File: src/hw/rtl/otps_pkg.sv
// Package for the one-wire temperature poll sequencer.
// Holds field widths, bus command and one-wire byte codes, step codes and shared structs.
// No dependencies; every other file of the block imports it.
`default_nettype none

package otps_pkg;

	// Field widths.
	localparam int unsigned CMD_W     = 2;
	localparam int unsigned BYTE_W    = 8;
	localparam int unsigned TEMP_W    = 16;
	localparam int unsigned COUNT_W   = 16;
	localparam int unsigned CFG_W     = 16;
	localparam int unsigned CFG_IDX_W = 1;

	// Configuration register indexes.
	localparam logic [CFG_IDX_W-1:0] REG_POLL_PERIOD = 1'd0;
	localparam logic [CFG_IDX_W-1:0] REG_CONV_WAIT   = 1'd1;

	// Configuration reset values, in milliseconds.
	localparam logic [CFG_W-1:0] POLL_PERIOD_RST = 16'd3000;
	localparam logic [CFG_W-1:0] CONV_WAIT_RST   = 16'd800;

	// One-wire function bytes.
	localparam logic [BYTE_W-1:0] OW_SKIP_ROM = 8'hCC;
	localparam logic [BYTE_W-1:0] OW_CONVERT  = 8'h44;
	localparam logic [BYTE_W-1:0] OW_READ_PAD = 8'hBE;

	// Scale from raw sensor counts to hundredths of a degree.
	localparam logic [TEMP_W-1:0] TEMP_SCALE = 16'd50;

	// Commands to the one-wire master.
	typedef enum logic [CMD_W-1:0] {
		CMD_NONE  = 2'd0,
		CMD_RESET = 2'd1,
		CMD_WRITE = 2'd2,
		CMD_READ  = 2'd3
	} cmd_t;

	// Sequence steps, one-hot.
	typedef enum logic [8:0] {
		ST_IDLE      = 9'b000000001,
		ST_SKIP1     = 9'b000000010,
		ST_CONVERT   = 9'b000000100,
		ST_CONV_WAIT = 9'b000001000,
		ST_SKIP2     = 9'b000010000,
		ST_READ_PAD  = 9'b000100000,
		ST_READ_LO   = 9'b001000000,
		ST_TAKE_LO   = 9'b010000000,
		ST_TAKE_HI   = 9'b100000000
	} step_t;

	// Configuration registers as seen by the sequencer.
	typedef struct packed {
		logic [CFG_W-1:0] poll_period_ms;
		logic [CFG_W-1:0] conversion_wait_ms;
	} cfg_t;

	// One poll beat.
	typedef struct packed {
		logic              ms_tick;
		logic              bus_busy;
		logic [BYTE_W-1:0] read_data;
	} item_t;

	// One result beat.
	typedef struct packed {
		cmd_t                     bus_command;
		logic [BYTE_W-1:0]        write_data;
		logic signed [TEMP_W-1:0] temperature;
		logic                     temp_updated;
	} result_t;

endpackage

`default_nettype wire

File: src/hw/rtl/otps_ifs.sv
// Valid/ready channel interfaces for the poll input and the result output.
// Depends on otps_pkg for field widths.
`default_nettype none

interface otps_poll_if;
	import otps_pkg::*;

	logic              valid;
	logic              ready;
	logic              ms_tick;
	logic              bus_busy;
	logic [BYTE_W-1:0] read_data;

	modport source (output valid, output ms_tick, output bus_busy, output read_data,
		input ready);
	modport sink (input valid, input ms_tick, input bus_busy, input read_data,
		output ready);
endinterface

interface otps_result_if;
	import otps_pkg::*;

	logic                     valid;
	logic                     ready;
	logic [CMD_W-1:0]         bus_command;
	logic [BYTE_W-1:0]        write_data;
	logic signed [TEMP_W-1:0] temperature;
	logic                     temp_updated;

	modport source (output valid, output bus_command, output write_data,
		output temperature, output temp_updated, input ready);
	modport sink (input valid, input bus_command, input write_data,
		input temperature, input temp_updated, output ready);
endinterface

`default_nettype wire

File: src/hw/rtl/otps_seq.sv
// Sequencer state and per-beat step logic: counters, step register, low byte, temperature.
// Depends on otps_pkg. State advances in every cycle in which step_en is high.
`default_nettype none

module otps_seq (
	input  wire                clk,
	input  wire                arst_n,
	input  wire                step_en,
	input  otps_pkg::item_t    item,
	input  otps_pkg::cfg_t     cfg,
	output otps_pkg::result_t  res
);
	import otps_pkg::*;

	step_t              step_q, step_n;
	logic [COUNT_W-1:0] period_q, period_n, period_tick;
	logic [COUNT_W-1:0] wait_q, wait_n, wait_tick;
	logic [BYTE_W-1:0]  low_q, low_n;
	logic [TEMP_W-1:0]  temp_q, temp_n;
	logic [TEMP_W-1:0]  raw;
	logic [TEMP_W-1:0]  scaled;

	// Millisecond counters, saturating at all ones.
	assign period_tick = (item.ms_tick && (period_q != '1)) ? period_q + 1'b1 : period_q;
	assign wait_tick   = (item.ms_tick && (wait_q != '1)) ? wait_q + 1'b1 : wait_q;

	// Raw reading from the two scratchpad bytes, scaled to hundredths of a degree.
	assign raw    = {item.read_data, low_q};
	assign scaled = TEMP_W'(raw * TEMP_SCALE);

	// Restart check, then the current step.
	always_comb begin
		step_n           = step_q;
		period_n         = period_tick;
		wait_n           = wait_tick;
		low_n            = low_q;
		temp_n           = temp_q;
		res.bus_command  = CMD_NONE;
		res.write_data   = '0;
		res.temp_updated = 1'b0;

		if (period_tick >= cfg.poll_period_ms) begin
			period_n        = '0;
			step_n          = ST_SKIP1;
			res.bus_command = CMD_RESET;
		end else begin
			case (step_q)
				ST_IDLE: begin
				end
				ST_SKIP1, ST_SKIP2: begin
					if (!item.bus_busy) begin
						step_n          = (step_q == ST_SKIP1) ? ST_CONVERT : ST_READ_PAD;
						res.bus_command = CMD_WRITE;
						res.write_data  = OW_SKIP_ROM;
					end
				end
				ST_CONVERT: begin
					if (!item.bus_busy) begin
						step_n          = ST_CONV_WAIT;
						res.bus_command = CMD_WRITE;
						res.write_data  = OW_CONVERT;
						wait_n          = '0;
					end
				end
				ST_CONV_WAIT: begin
					// The conversion wait does not look at the busy flag.
					if (wait_tick >= cfg.conversion_wait_ms) begin
						wait_n          = '0;
						step_n          = ST_SKIP2;
						res.bus_command = CMD_RESET;
					end
				end
				ST_READ_PAD: begin
					if (!item.bus_busy) begin
						step_n          = ST_READ_LO;
						res.bus_command = CMD_WRITE;
						res.write_data  = OW_READ_PAD;
					end
				end
				ST_READ_LO: begin
					if (!item.bus_busy) begin
						step_n          = ST_TAKE_LO;
						res.bus_command = CMD_READ;
					end
				end
				ST_TAKE_LO: begin
					if (!item.bus_busy) begin
						low_n           = item.read_data;
						step_n          = ST_TAKE_HI;
						res.bus_command = CMD_READ;
					end
				end
				ST_TAKE_HI: begin
					if (!item.bus_busy) begin
						temp_n           = scaled;
						res.temp_updated = 1'b1;
						step_n           = ST_IDLE;
					end
				end
				default: begin
					step_n = ST_IDLE;
				end
			endcase
		end

		res.temperature = signed'(temp_n);
	end

	// State registers.
	always_ff @(posedge clk or negedge arst_n) begin
		if (!arst_n) begin
			step_q   <= ST_IDLE;
			period_q <= '0;
			wait_q   <= '0;
			low_q    <= '0;
			temp_q   <= '0;
		end else if (step_en) begin
			step_q   <= step_n;
			period_q <= period_n;
			wait_q   <= wait_n;
			low_q    <= low_n;
			temp_q   <= temp_n;
		end
	end

endmodule

`default_nettype wire

File: src/hw/rtl/onewire_temp_poll_sequencer_core.sv
// Top level of the one-wire temperature poll sequencer.
// Depends on otps_pkg, otps_ifs (channel interfaces) and otps_seq.
//
// Usage:
//   poll_in carries one beat per poll of the one-wire master: ms_tick, bus_busy and the
//   last read byte. result_out returns exactly one beat per poll beat: the bus command
//   to issue, its write byte, the latest temperature in hundredths of a degree and a
//   flag that marks a freshly formed temperature.
//   cfg_we/cfg_index/cfg_wdata write the poll period (index 0) and the conversion wait
//   (index 1), both in milliseconds; write them only while no beat is in flight.
// Timing:
//   A poll beat is registered in the input register on acceptance, and its result is
//   registered in the result register when that register is empty or being drained.
//   One beat is taken per cycle while result_out.ready does not hold the result
//   register full.
// Reset:
//   arst_n clears both pipeline valids, the sequencer returns to idle with zeroed
//   counters and temperature, and the registers return to 3000 ms and 800 ms.
// Backpressure:
//   While a result beat waits on result_out.ready, the input register still accepts
//   one more beat; after that poll_in.ready drops until the result is taken.
`default_nettype none

module onewire_temp_poll_sequencer_core (
	input  wire                               clk,
	input  wire                               arst_n,
	otps_poll_if.sink                         poll_in,
	otps_result_if.source                     result_out,
	input  wire                               cfg_we,
	input  wire [otps_pkg::CFG_IDX_W-1:0]     cfg_index,
	input  wire [otps_pkg::CFG_W-1:0]         cfg_wdata
);
	import otps_pkg::*;

	cfg_t    cfg_q;
	logic    valid_s1;
	item_t   item_s1;
	logic    res_valid_q;
	result_t res_q;
	result_t res_n;
	logic    advance;

	// Configuration registers.
	always_ff @(posedge clk or negedge arst_n) begin
		if (!arst_n) begin
			cfg_q.poll_period_ms     <= POLL_PERIOD_RST;
			cfg_q.conversion_wait_ms <= CONV_WAIT_RST;
		end else if (cfg_we) begin
			case (cfg_index)
				REG_POLL_PERIOD: cfg_q.poll_period_ms     <= cfg_wdata;
				REG_CONV_WAIT:   cfg_q.conversion_wait_ms <= cfg_wdata;
				default: begin
				end
			endcase
		end
	end

	// The pipeline moves when the result register is empty or being drained.
	assign advance       = !res_valid_q || result_out.ready;
	assign poll_in.ready = !valid_s1 || advance;

	// Input register.
	always_ff @(posedge clk or negedge arst_n) begin
		if (!arst_n) begin
			valid_s1 <= 1'b0;
		end else if (poll_in.ready) begin
			valid_s1 <= poll_in.valid;
		end
	end

	always_ff @(posedge clk) begin
		if (poll_in.valid && poll_in.ready) begin
			item_s1.ms_tick   <= poll_in.ms_tick;
			item_s1.bus_busy  <= poll_in.bus_busy;
			item_s1.read_data <= poll_in.read_data;
		end
	end

	// Step logic and sequencer state.
	otps_seq u_seq (
		.clk     (clk),
		.arst_n  (arst_n),
		.step_en (valid_s1 && advance),
		.item    (item_s1),
		.cfg     (cfg_q),
		.res     (res_n)
	);

	// Result register.
	always_ff @(posedge clk or negedge arst_n) begin
		if (!arst_n) begin
			res_valid_q <= 1'b0;
		end else if (advance) begin
			res_valid_q <= valid_s1;
		end
	end

	always_ff @(posedge clk) begin
		if (valid_s1 && advance) begin
			res_q <= res_n;
		end
	end

	assign result_out.valid        = res_valid_q;
	assign result_out.bus_command  = res_q.bus_command;
	assign result_out.write_data   = res_q.write_data;
	assign result_out.temperature  = res_q.temperature;
	assign result_out.temp_updated = res_q.temp_updated;

endmodule

`default_nettype wire

File: src/flat_wrapper.sv
// flat-port wrapper written by rule: the top's interface ports become plain ports
module onewire_temp_poll_sequencer_core_flat import otps_pkg::*;
  (clk, arst_n, cfg_we, cfg_index, cfg_wdata, poll_in_valid, poll_in_ms_tick, poll_in_bus_busy, poll_in_read_data, poll_in_ready, result_out_valid, result_out_bus_command, result_out_write_data, result_out_temperature, result_out_temp_updated, result_out_ready);
  otps_poll_if poll_in_i ();
  otps_result_if result_out_i ();
  input  wire clk;
  input  wire arst_n;
  input  wire cfg_we;
  input  wire [otps_pkg::CFG_IDX_W-1:0] cfg_index;
  input  wire [otps_pkg::CFG_W-1:0] cfg_wdata;
  input wire logic [$bits(poll_in_i.valid)-1:0] poll_in_valid;
  input wire logic [$bits(poll_in_i.ms_tick)-1:0] poll_in_ms_tick;
  input wire logic [$bits(poll_in_i.bus_busy)-1:0] poll_in_bus_busy;
  input wire logic [$bits(poll_in_i.read_data)-1:0] poll_in_read_data;
  output wire logic [$bits(poll_in_i.ready)-1:0] poll_in_ready;
  output wire logic [$bits(result_out_i.valid)-1:0] result_out_valid;
  output wire logic [$bits(result_out_i.bus_command)-1:0] result_out_bus_command;
  output wire logic [$bits(result_out_i.write_data)-1:0] result_out_write_data;
  output wire logic [$bits(result_out_i.temperature)-1:0] result_out_temperature;
  output wire logic [$bits(result_out_i.temp_updated)-1:0] result_out_temp_updated;
  input wire logic [$bits(result_out_i.ready)-1:0] result_out_ready;
  assign poll_in_i.valid = poll_in_valid;
  assign poll_in_i.ms_tick = poll_in_ms_tick;
  assign poll_in_i.bus_busy = poll_in_bus_busy;
  assign poll_in_i.read_data = poll_in_read_data;
  assign poll_in_ready = poll_in_i.ready;
  assign result_out_valid = result_out_i.valid;
  assign result_out_bus_command = result_out_i.bus_command;
  assign result_out_write_data = result_out_i.write_data;
  assign result_out_temperature = result_out_i.temperature;
  assign result_out_temp_updated = result_out_i.temp_updated;
  assign result_out_i.ready = result_out_ready;
  onewire_temp_poll_sequencer_core u_core (.clk(clk), .arst_n(arst_n), .poll_in(poll_in_i), .result_out(result_out_i), .cfg_we(cfg_we), .cfg_index(cfg_index), .cfg_wdata(cfg_wdata));
endmodule
File: config.mk
export PLATFORM = sky130hd
export DESIGN_NAME = onewire_temp_poll_sequencer_core_flat
export DESIGN_NICKNAME = d
export VERILOG_FILES = /design/src/hw/rtl/otps_pkg.sv /design/src/hw/rtl/otps_ifs.sv /design/src/hw/rtl/otps_seq.sv /design/src/hw/rtl/onewire_temp_poll_sequencer_core.sv /design/src/flat_wrapper.sv
export SDC_FILE = /design/constraint.sdc
export NUM_CORES = 1
export LEC_CHECK = 0
export BUFFER_PORTS_ARGS = -buffer_cell sky130_fd_sc_hd__buf_2
export CORE_ASPECT_RATIO = 1.1
export CORE_UTILIZATION = 45
export CTS_CLUSTER_DIAMETER = 60
export DETAILED_ROUTE_END_ITERATION = 7
export GPL_ROUTABILITY_DRIVEN = 0
export SLEW_MARGIN = 10
export SYNTH_ARGS = -nofsm -noshare
export SYNTH_HDL_FRONTEND = slang
export SYNTH_SLANG_ARGS = --single-unit
File: constraint.sdc
create_clock -name clk -period 12.2 [get_ports clk]
set_input_delay 0 -clock clk [delete_from_list [all_inputs] [get_ports clk]]
set_output_delay 0 -clock clk [all_outputs]
set_load 0.05 [all_outputs]
Yosys cells after proc, flatten, opt, wreduce, memory -nomap -nowiden
Index checks and enable logic that the tools add are counted.
W data, S select, Z words.
- bits in registers: 136
- input bits: 32
- logic and storage cells: 87
- $add $sub $neg: 2
- multipliers: 1
- order comparisons: 2
- eq/ne operators: 19
- muxes and demuxes: 28
- bitwise logic cells: 4
- reductions and logical operators: 15
- operators with widths (operator ; number):
    $mux W16 ; 9
    $mux W9 ; 8
    $pmux W9 S8 ; 1
    $add A16 B1 Y16 const B ; 2
    $ge A16 B16 Y1 ; 2
    $ne A16 B16 Y1 const B ; 2
    $pmux W16 S2 ; 1
    $mux W10 ; 3
    $pmux W8 S3 ; 1
    $ne A3 B3 Y1 const B ; 7
    $mul A16 B5 Y15 const B ; 1
    $pmux W2 S5 ; 1
    $eq A9 B1 Y1 const B ; 1
    $eq A9 B2 Y1 const B ; 1
    $eq A9 B3 Y1 const B ; 1
    $eq A9 B4 Y1 const B ; 1
    $eq A9 B5 Y1 const B ; 1
    $eq A9 B6 Y1 const B ; 1
    $eq A9 B7 Y1 const B ; 1
    $eq A9 B8 Y1 const B ; 1
    $eq A9 B9 Y1 const B ; 1
    $reduce_and A9 Y1 ; 1
    $mux W6 ; 1
    $reduce_or A2 Y1 ; 3
    9 further kinds ; 19

Logic depth before layout (Yosys ltp)
- depth in word-level cells: 7
- gate-level depth with buffers: 17
- mapped depth without buffers: 14

Hierarchy
Synthesis repeated with hierarchy kept, for this count alone.
- cells, all modules: 804
- area, all modules: 8280.4 sq um
- modules (own cells, without submodules) (module ; times used ; cells each ; area each (sq um) ; sequential area each (sq um)):
    otps_seq ; 1 ; 690 ; 5820.6 ; 1627.8
    onewire_temp_poll_sequencer_core ; 1 ; 114 ; 2459.9 ; 1974.4

Worst setup path before layout
No wires, ideal clock.
- path type: register to register
- start: register u_core.u_seq.period_q[2]
- end: register u_core.res_q, in the netlist u_core.result_out.temperature[10], data pin
- setup time: 260 ps
- data arrival time: 3646 ps
- data required time: 11940 ps
- setup slack: 8295 ps
- cell stages (with the launch flop): 17
- buffers on the path: 3
- cell sequence: dfrtp_1 buf_2 and4_4 nand4_4 o311ai_2 inv_1 and3_1 xor2_1 ha_1 a21o_1 a221oi_1 o21ai_1 or2_2 buf_2 nor2_4 buf_6 mux2_2
- RTL lines (item ; line ; text):
    from (decl) ; otps_seq.sv:16 ; logic [COUNT_W-1:0] period_q, period_n, period_tick;
    from (signal assigned) ; otps_seq.sv:119 ; period_q <= period_n;
    to (signal assigned) ; onewire_temp_poll_sequencer_core.sv:100 ; res_q <= res_n;
    to (decl) ; onewire_temp_poll_sequencer_core.sv:39 ; result_t res_q;

Worst setup path after layout
- start: register u_core.u_seq.period_q[2]
- end: register u_core.u_seq.low_q[6]
- cells in the longest elaborated chain, start to end: 6
- RTL lines (item ; line ; text):
    parallel branches: the longest is 2 deep, another holds $add A16 B1 Y16 ; n/a ;
    $mux W16 * ; otps_seq.sv:24 ; assign period_tick = (item.ms_tick && (period_q != '1)) ? period_q + 1'b1 : period_q;
    $ge A16 B16 Y1 * ; otps_seq.sv:42 ; if (period_tick >= cfg.poll_period_ms) begin
    $not A1 Y1 (no source line) * ; n/a ;
    $reduce_and A4 Y1 (no source line) * ; n/a ;
    to (signal assigned) ; otps_seq.sv:121 ; low_q <= low_n;
    to (decl) ; otps_seq.sv:18 ; logic [BYTE_W-1:0] low_q, low_n;
Mark *: on every way between the ends.
A chain may end at the register's enable or synchronous reset.

==> results.ini <==
[final_layout]
fin_util_pct = 55.01
drive_above_1_share_pct = 20.60
nets = 963
syn2layout_area_growth_pct = 17.89
stdcell_area_um2 = 9498
stdcell_count = 1103
num_antenna_cells = 0

[synth]
yosys-top-cells-area = dfrtp_1, edfxtp_1, ha_1, mux2_2, inv_1
synth_enable_flop_cells = 33
postSynthAreaPerCell_um2 = 10.42
syn_inst = 773
synth_fp_nets = 880
synth_seq_cells = 132
synthArstFlopShare_pct = 75.00
synth_common_cells = dfrtp_1, inv_1, ha_1
synthFlopType = dfrtp_1
synthDistinctLibCells = 70
syn_area_um2 = 8056
synth_top_area_share_pct = 27.33
yosysMostFrequentCell = dfrtp_1
yosysTopAreaCell = dfrtp_1
ys.warnings.count = 0
ys_seq_area_share_pct = 43.22

[cts]
numCtsBuffers = 17
tritoncts = yes
cts.repair.resized = 0
clock-sinks = 132
clock_tree.buffer_depth = 2
clock_latency_ns = 0.41
cts-htree-levels = 4
cts-root-buf = clkbuf_16
path_clk_slew_ns = 0.06

[route]
drc = 0
firstDrtPassIters = 4
drt_iter0_drc = 263
wl_per_cell_um = 15.21
dr_total_vias = 5775
vias_per_cell = 5.236
wirelength_um = 16780
final_antenna_net_count = 0

[sta]
fin_crit_sh_pct = 37.21
finClkSkew_ns = 0.009293
setup_violations = 0
hold_violations = 0
maxSlewViolCount = 0
tightestPinTransition_ns = 0.9727
layout_setup_ws_ns = 7.661
slew_headroom_pct = 35.15
timing.hold.ws_ns = 0.04627
fmax_mhz = 220.3
setup_tns_ns = 0
grt_setup_unrepaired = false
min_period_ns = 4.539

[worst_setup_path]
crit_arrival_ns = 4.83
criticalPathCategory = flop to flop
end_kind = flop
reg2regPathDepth = 13
required_ns = 12.49
worstSetupStartpointType = flop
cp_max_fo = 13

[floorplanning]
row_count = 50
start_util_pct = 46.66
core_um2 = 17270
die_h_um = 142.3
io_pins = 61
die_w_um = 129.6
die-area_um2 = 18440

[grt]
grt_overflow_total = 0
grt_pass1_wl_um = 28180
grt-busiest-layer = met2
grt_max_degree = 75
grtUsageMet1_pct = 24.29
use_met3_pct = 4.361
antenna_found_initial = 0
globalRouteMet2Util_pct = 34.62
grt_pass1_vias = 5754
track_usage_pct = 19.84

[place]
hpwl_um = 12220
place_area_um2 = 8513
dp_slack_ns = 7.703
numPortBuffers = 59
dp_cells = 1041

[pwr]
total_power_mw = 1.491
vdd_ir_drop_max_uv = 108.9
p_per_area_nw_per_um2 = 156.9
power.leakage_nw = 4.571

[hold_path]
hp-class = input pin to async pin

[outcome]
outcome = finished clean

[job]
maxCapViolations = 0

[flip-flops by register name, indices dropped and copies added, names as in the netlist, 2 cells and up]
name / flops
u_core.result_out.bus_command: 2
u_core.item_s1: 10
u_core.cfg_q: 32
u_core.result_out.temperature: 16
u_core.result_out.write_data: 4
u_core.u_seq.period_q: 16
u_core.u_seq.low_q: 8
u_core.u_seq.wait_q: 16
u_core.u_seq.step_q: 9
u_core.u_seq.temp_q: 16
[final cells by class]
type | count | area (um2)
Fill cell | 1540 | 7769
Multi-Input combinational cell | 529 | 4095
Sequential cell | 132 | 3482
Timing Repair Buffer | 94 | 635.6
Clock buffer | 17 | 425.4
Inverter | 82 | 307.8
Tap cell | 234 | 292.8
Clock inverter | 15 | 259.0
[metal layers]
| layer | wire length (um) | share of wire [%] | vias to the layer above |
|---|---|---|---|
| li1 | - | - | 2844 |
| met1 | 7401 | 44 | 2813 |
| met2 | 8588 | 51 | 102 |
| met3 | 589 | 3.5 | 16 |
| met4 | 199 | 1.2 | 0 |
| met5 | 0 | 0 | - |
[cells in the final DEF, fill, tap and decap left out, types with 9 or more instances in the layout]
master         count
xor2_1            22
edfxtp_1          33
clkbuf_16         17
nand3_1           10
mux2_2            48
dlygate4sd3_1     30
nand2b_1          11
inv_1             82
mux2_4             9
nand2_1           57
xnor2_1           35
fa_1               9
dfrtp_1           88
ha_1              66
nor3_1            26
a21oi_1           25
nor2_1            56
buf_2             58
o21ai_0           34
dfstp_2           11
nand4_1           16
[logic make-up after synthesis]
kind of cell | Yosys count | share of synthesized area [%]
flops | 132 | 43.22
other cells | 1 | 0.04655
xor+xnor | 57 | 6.197
compound gates | 112 | 9.117
simple gates | 224 | 14.23
buf+inv | 112 | 5.948
mux | 60 | 8.759
fa+ha+maj | 75 | 12.49
[critical path: stages (launching register included)]
cell      delay [ns]
dfrtp_1         0.45
and4_4          0.29
nand4_4         0.15
o311ai_2        0.45
inv_1           0.14
and3_1          0.25
xor2_1          0.16
ha_1            0.29
a21o_1          0.15
a221oi_1        0.28
o21ai_1         0.18
nor2_1          0.74
and3_1          0.49
mux2_2          0.38
[timing repair]
item | in CTS | in global routing
endpoints found under the hold margin | 69 | 0
buffers inserted | 0 | 0
hold buffers | 30 | 0
[report_power, final]
part	switching, mW	internal [mW]	leakage, nW	total, mW
sequential	0.0578	0.509	1.60	0.567
clock	0.187	0.402	0.324	0.589
combinational	0.197	0.138	2.65	0.335
[final timing paths]
| path | startpoint | endpoint | slack (ns) |
|---|---|---|---|
| worst max-delay path | u_core.u_seq.period_q[2]$_DFFE_PN0P_ | u_core.u_seq.low_q[6]$_DFFE_PN0P_ | 7.66 |
| worst min-delay path | arst_n | u_core.u_seq.temp_q[13]$_DFFE_PN0P_ | 0.05 |
| worst max register to register | u_core.u_seq.period_q[2]$_DFFE_PN0P_ | u_core.u_seq.low_q[6]$_DFFE_PN0P_ | 7.66 |
| worst min register to register | u_core.u_seq.temp_q[0]$_DFFE_PN0P_ | u_core.u_seq.temp_q[0]$_DFFE_PN0P_ | 0.48 |
| max in group asynchronous | arst_n | u_core.u_seq.period_q[14]$_DFFE_PN0P_ | 10.87 |
| min in group clk | cfg_index | u_core.cfg_q[27]$_DFFE_PN1P_ | 0.10 |
(Power assumes the default switching activity.)
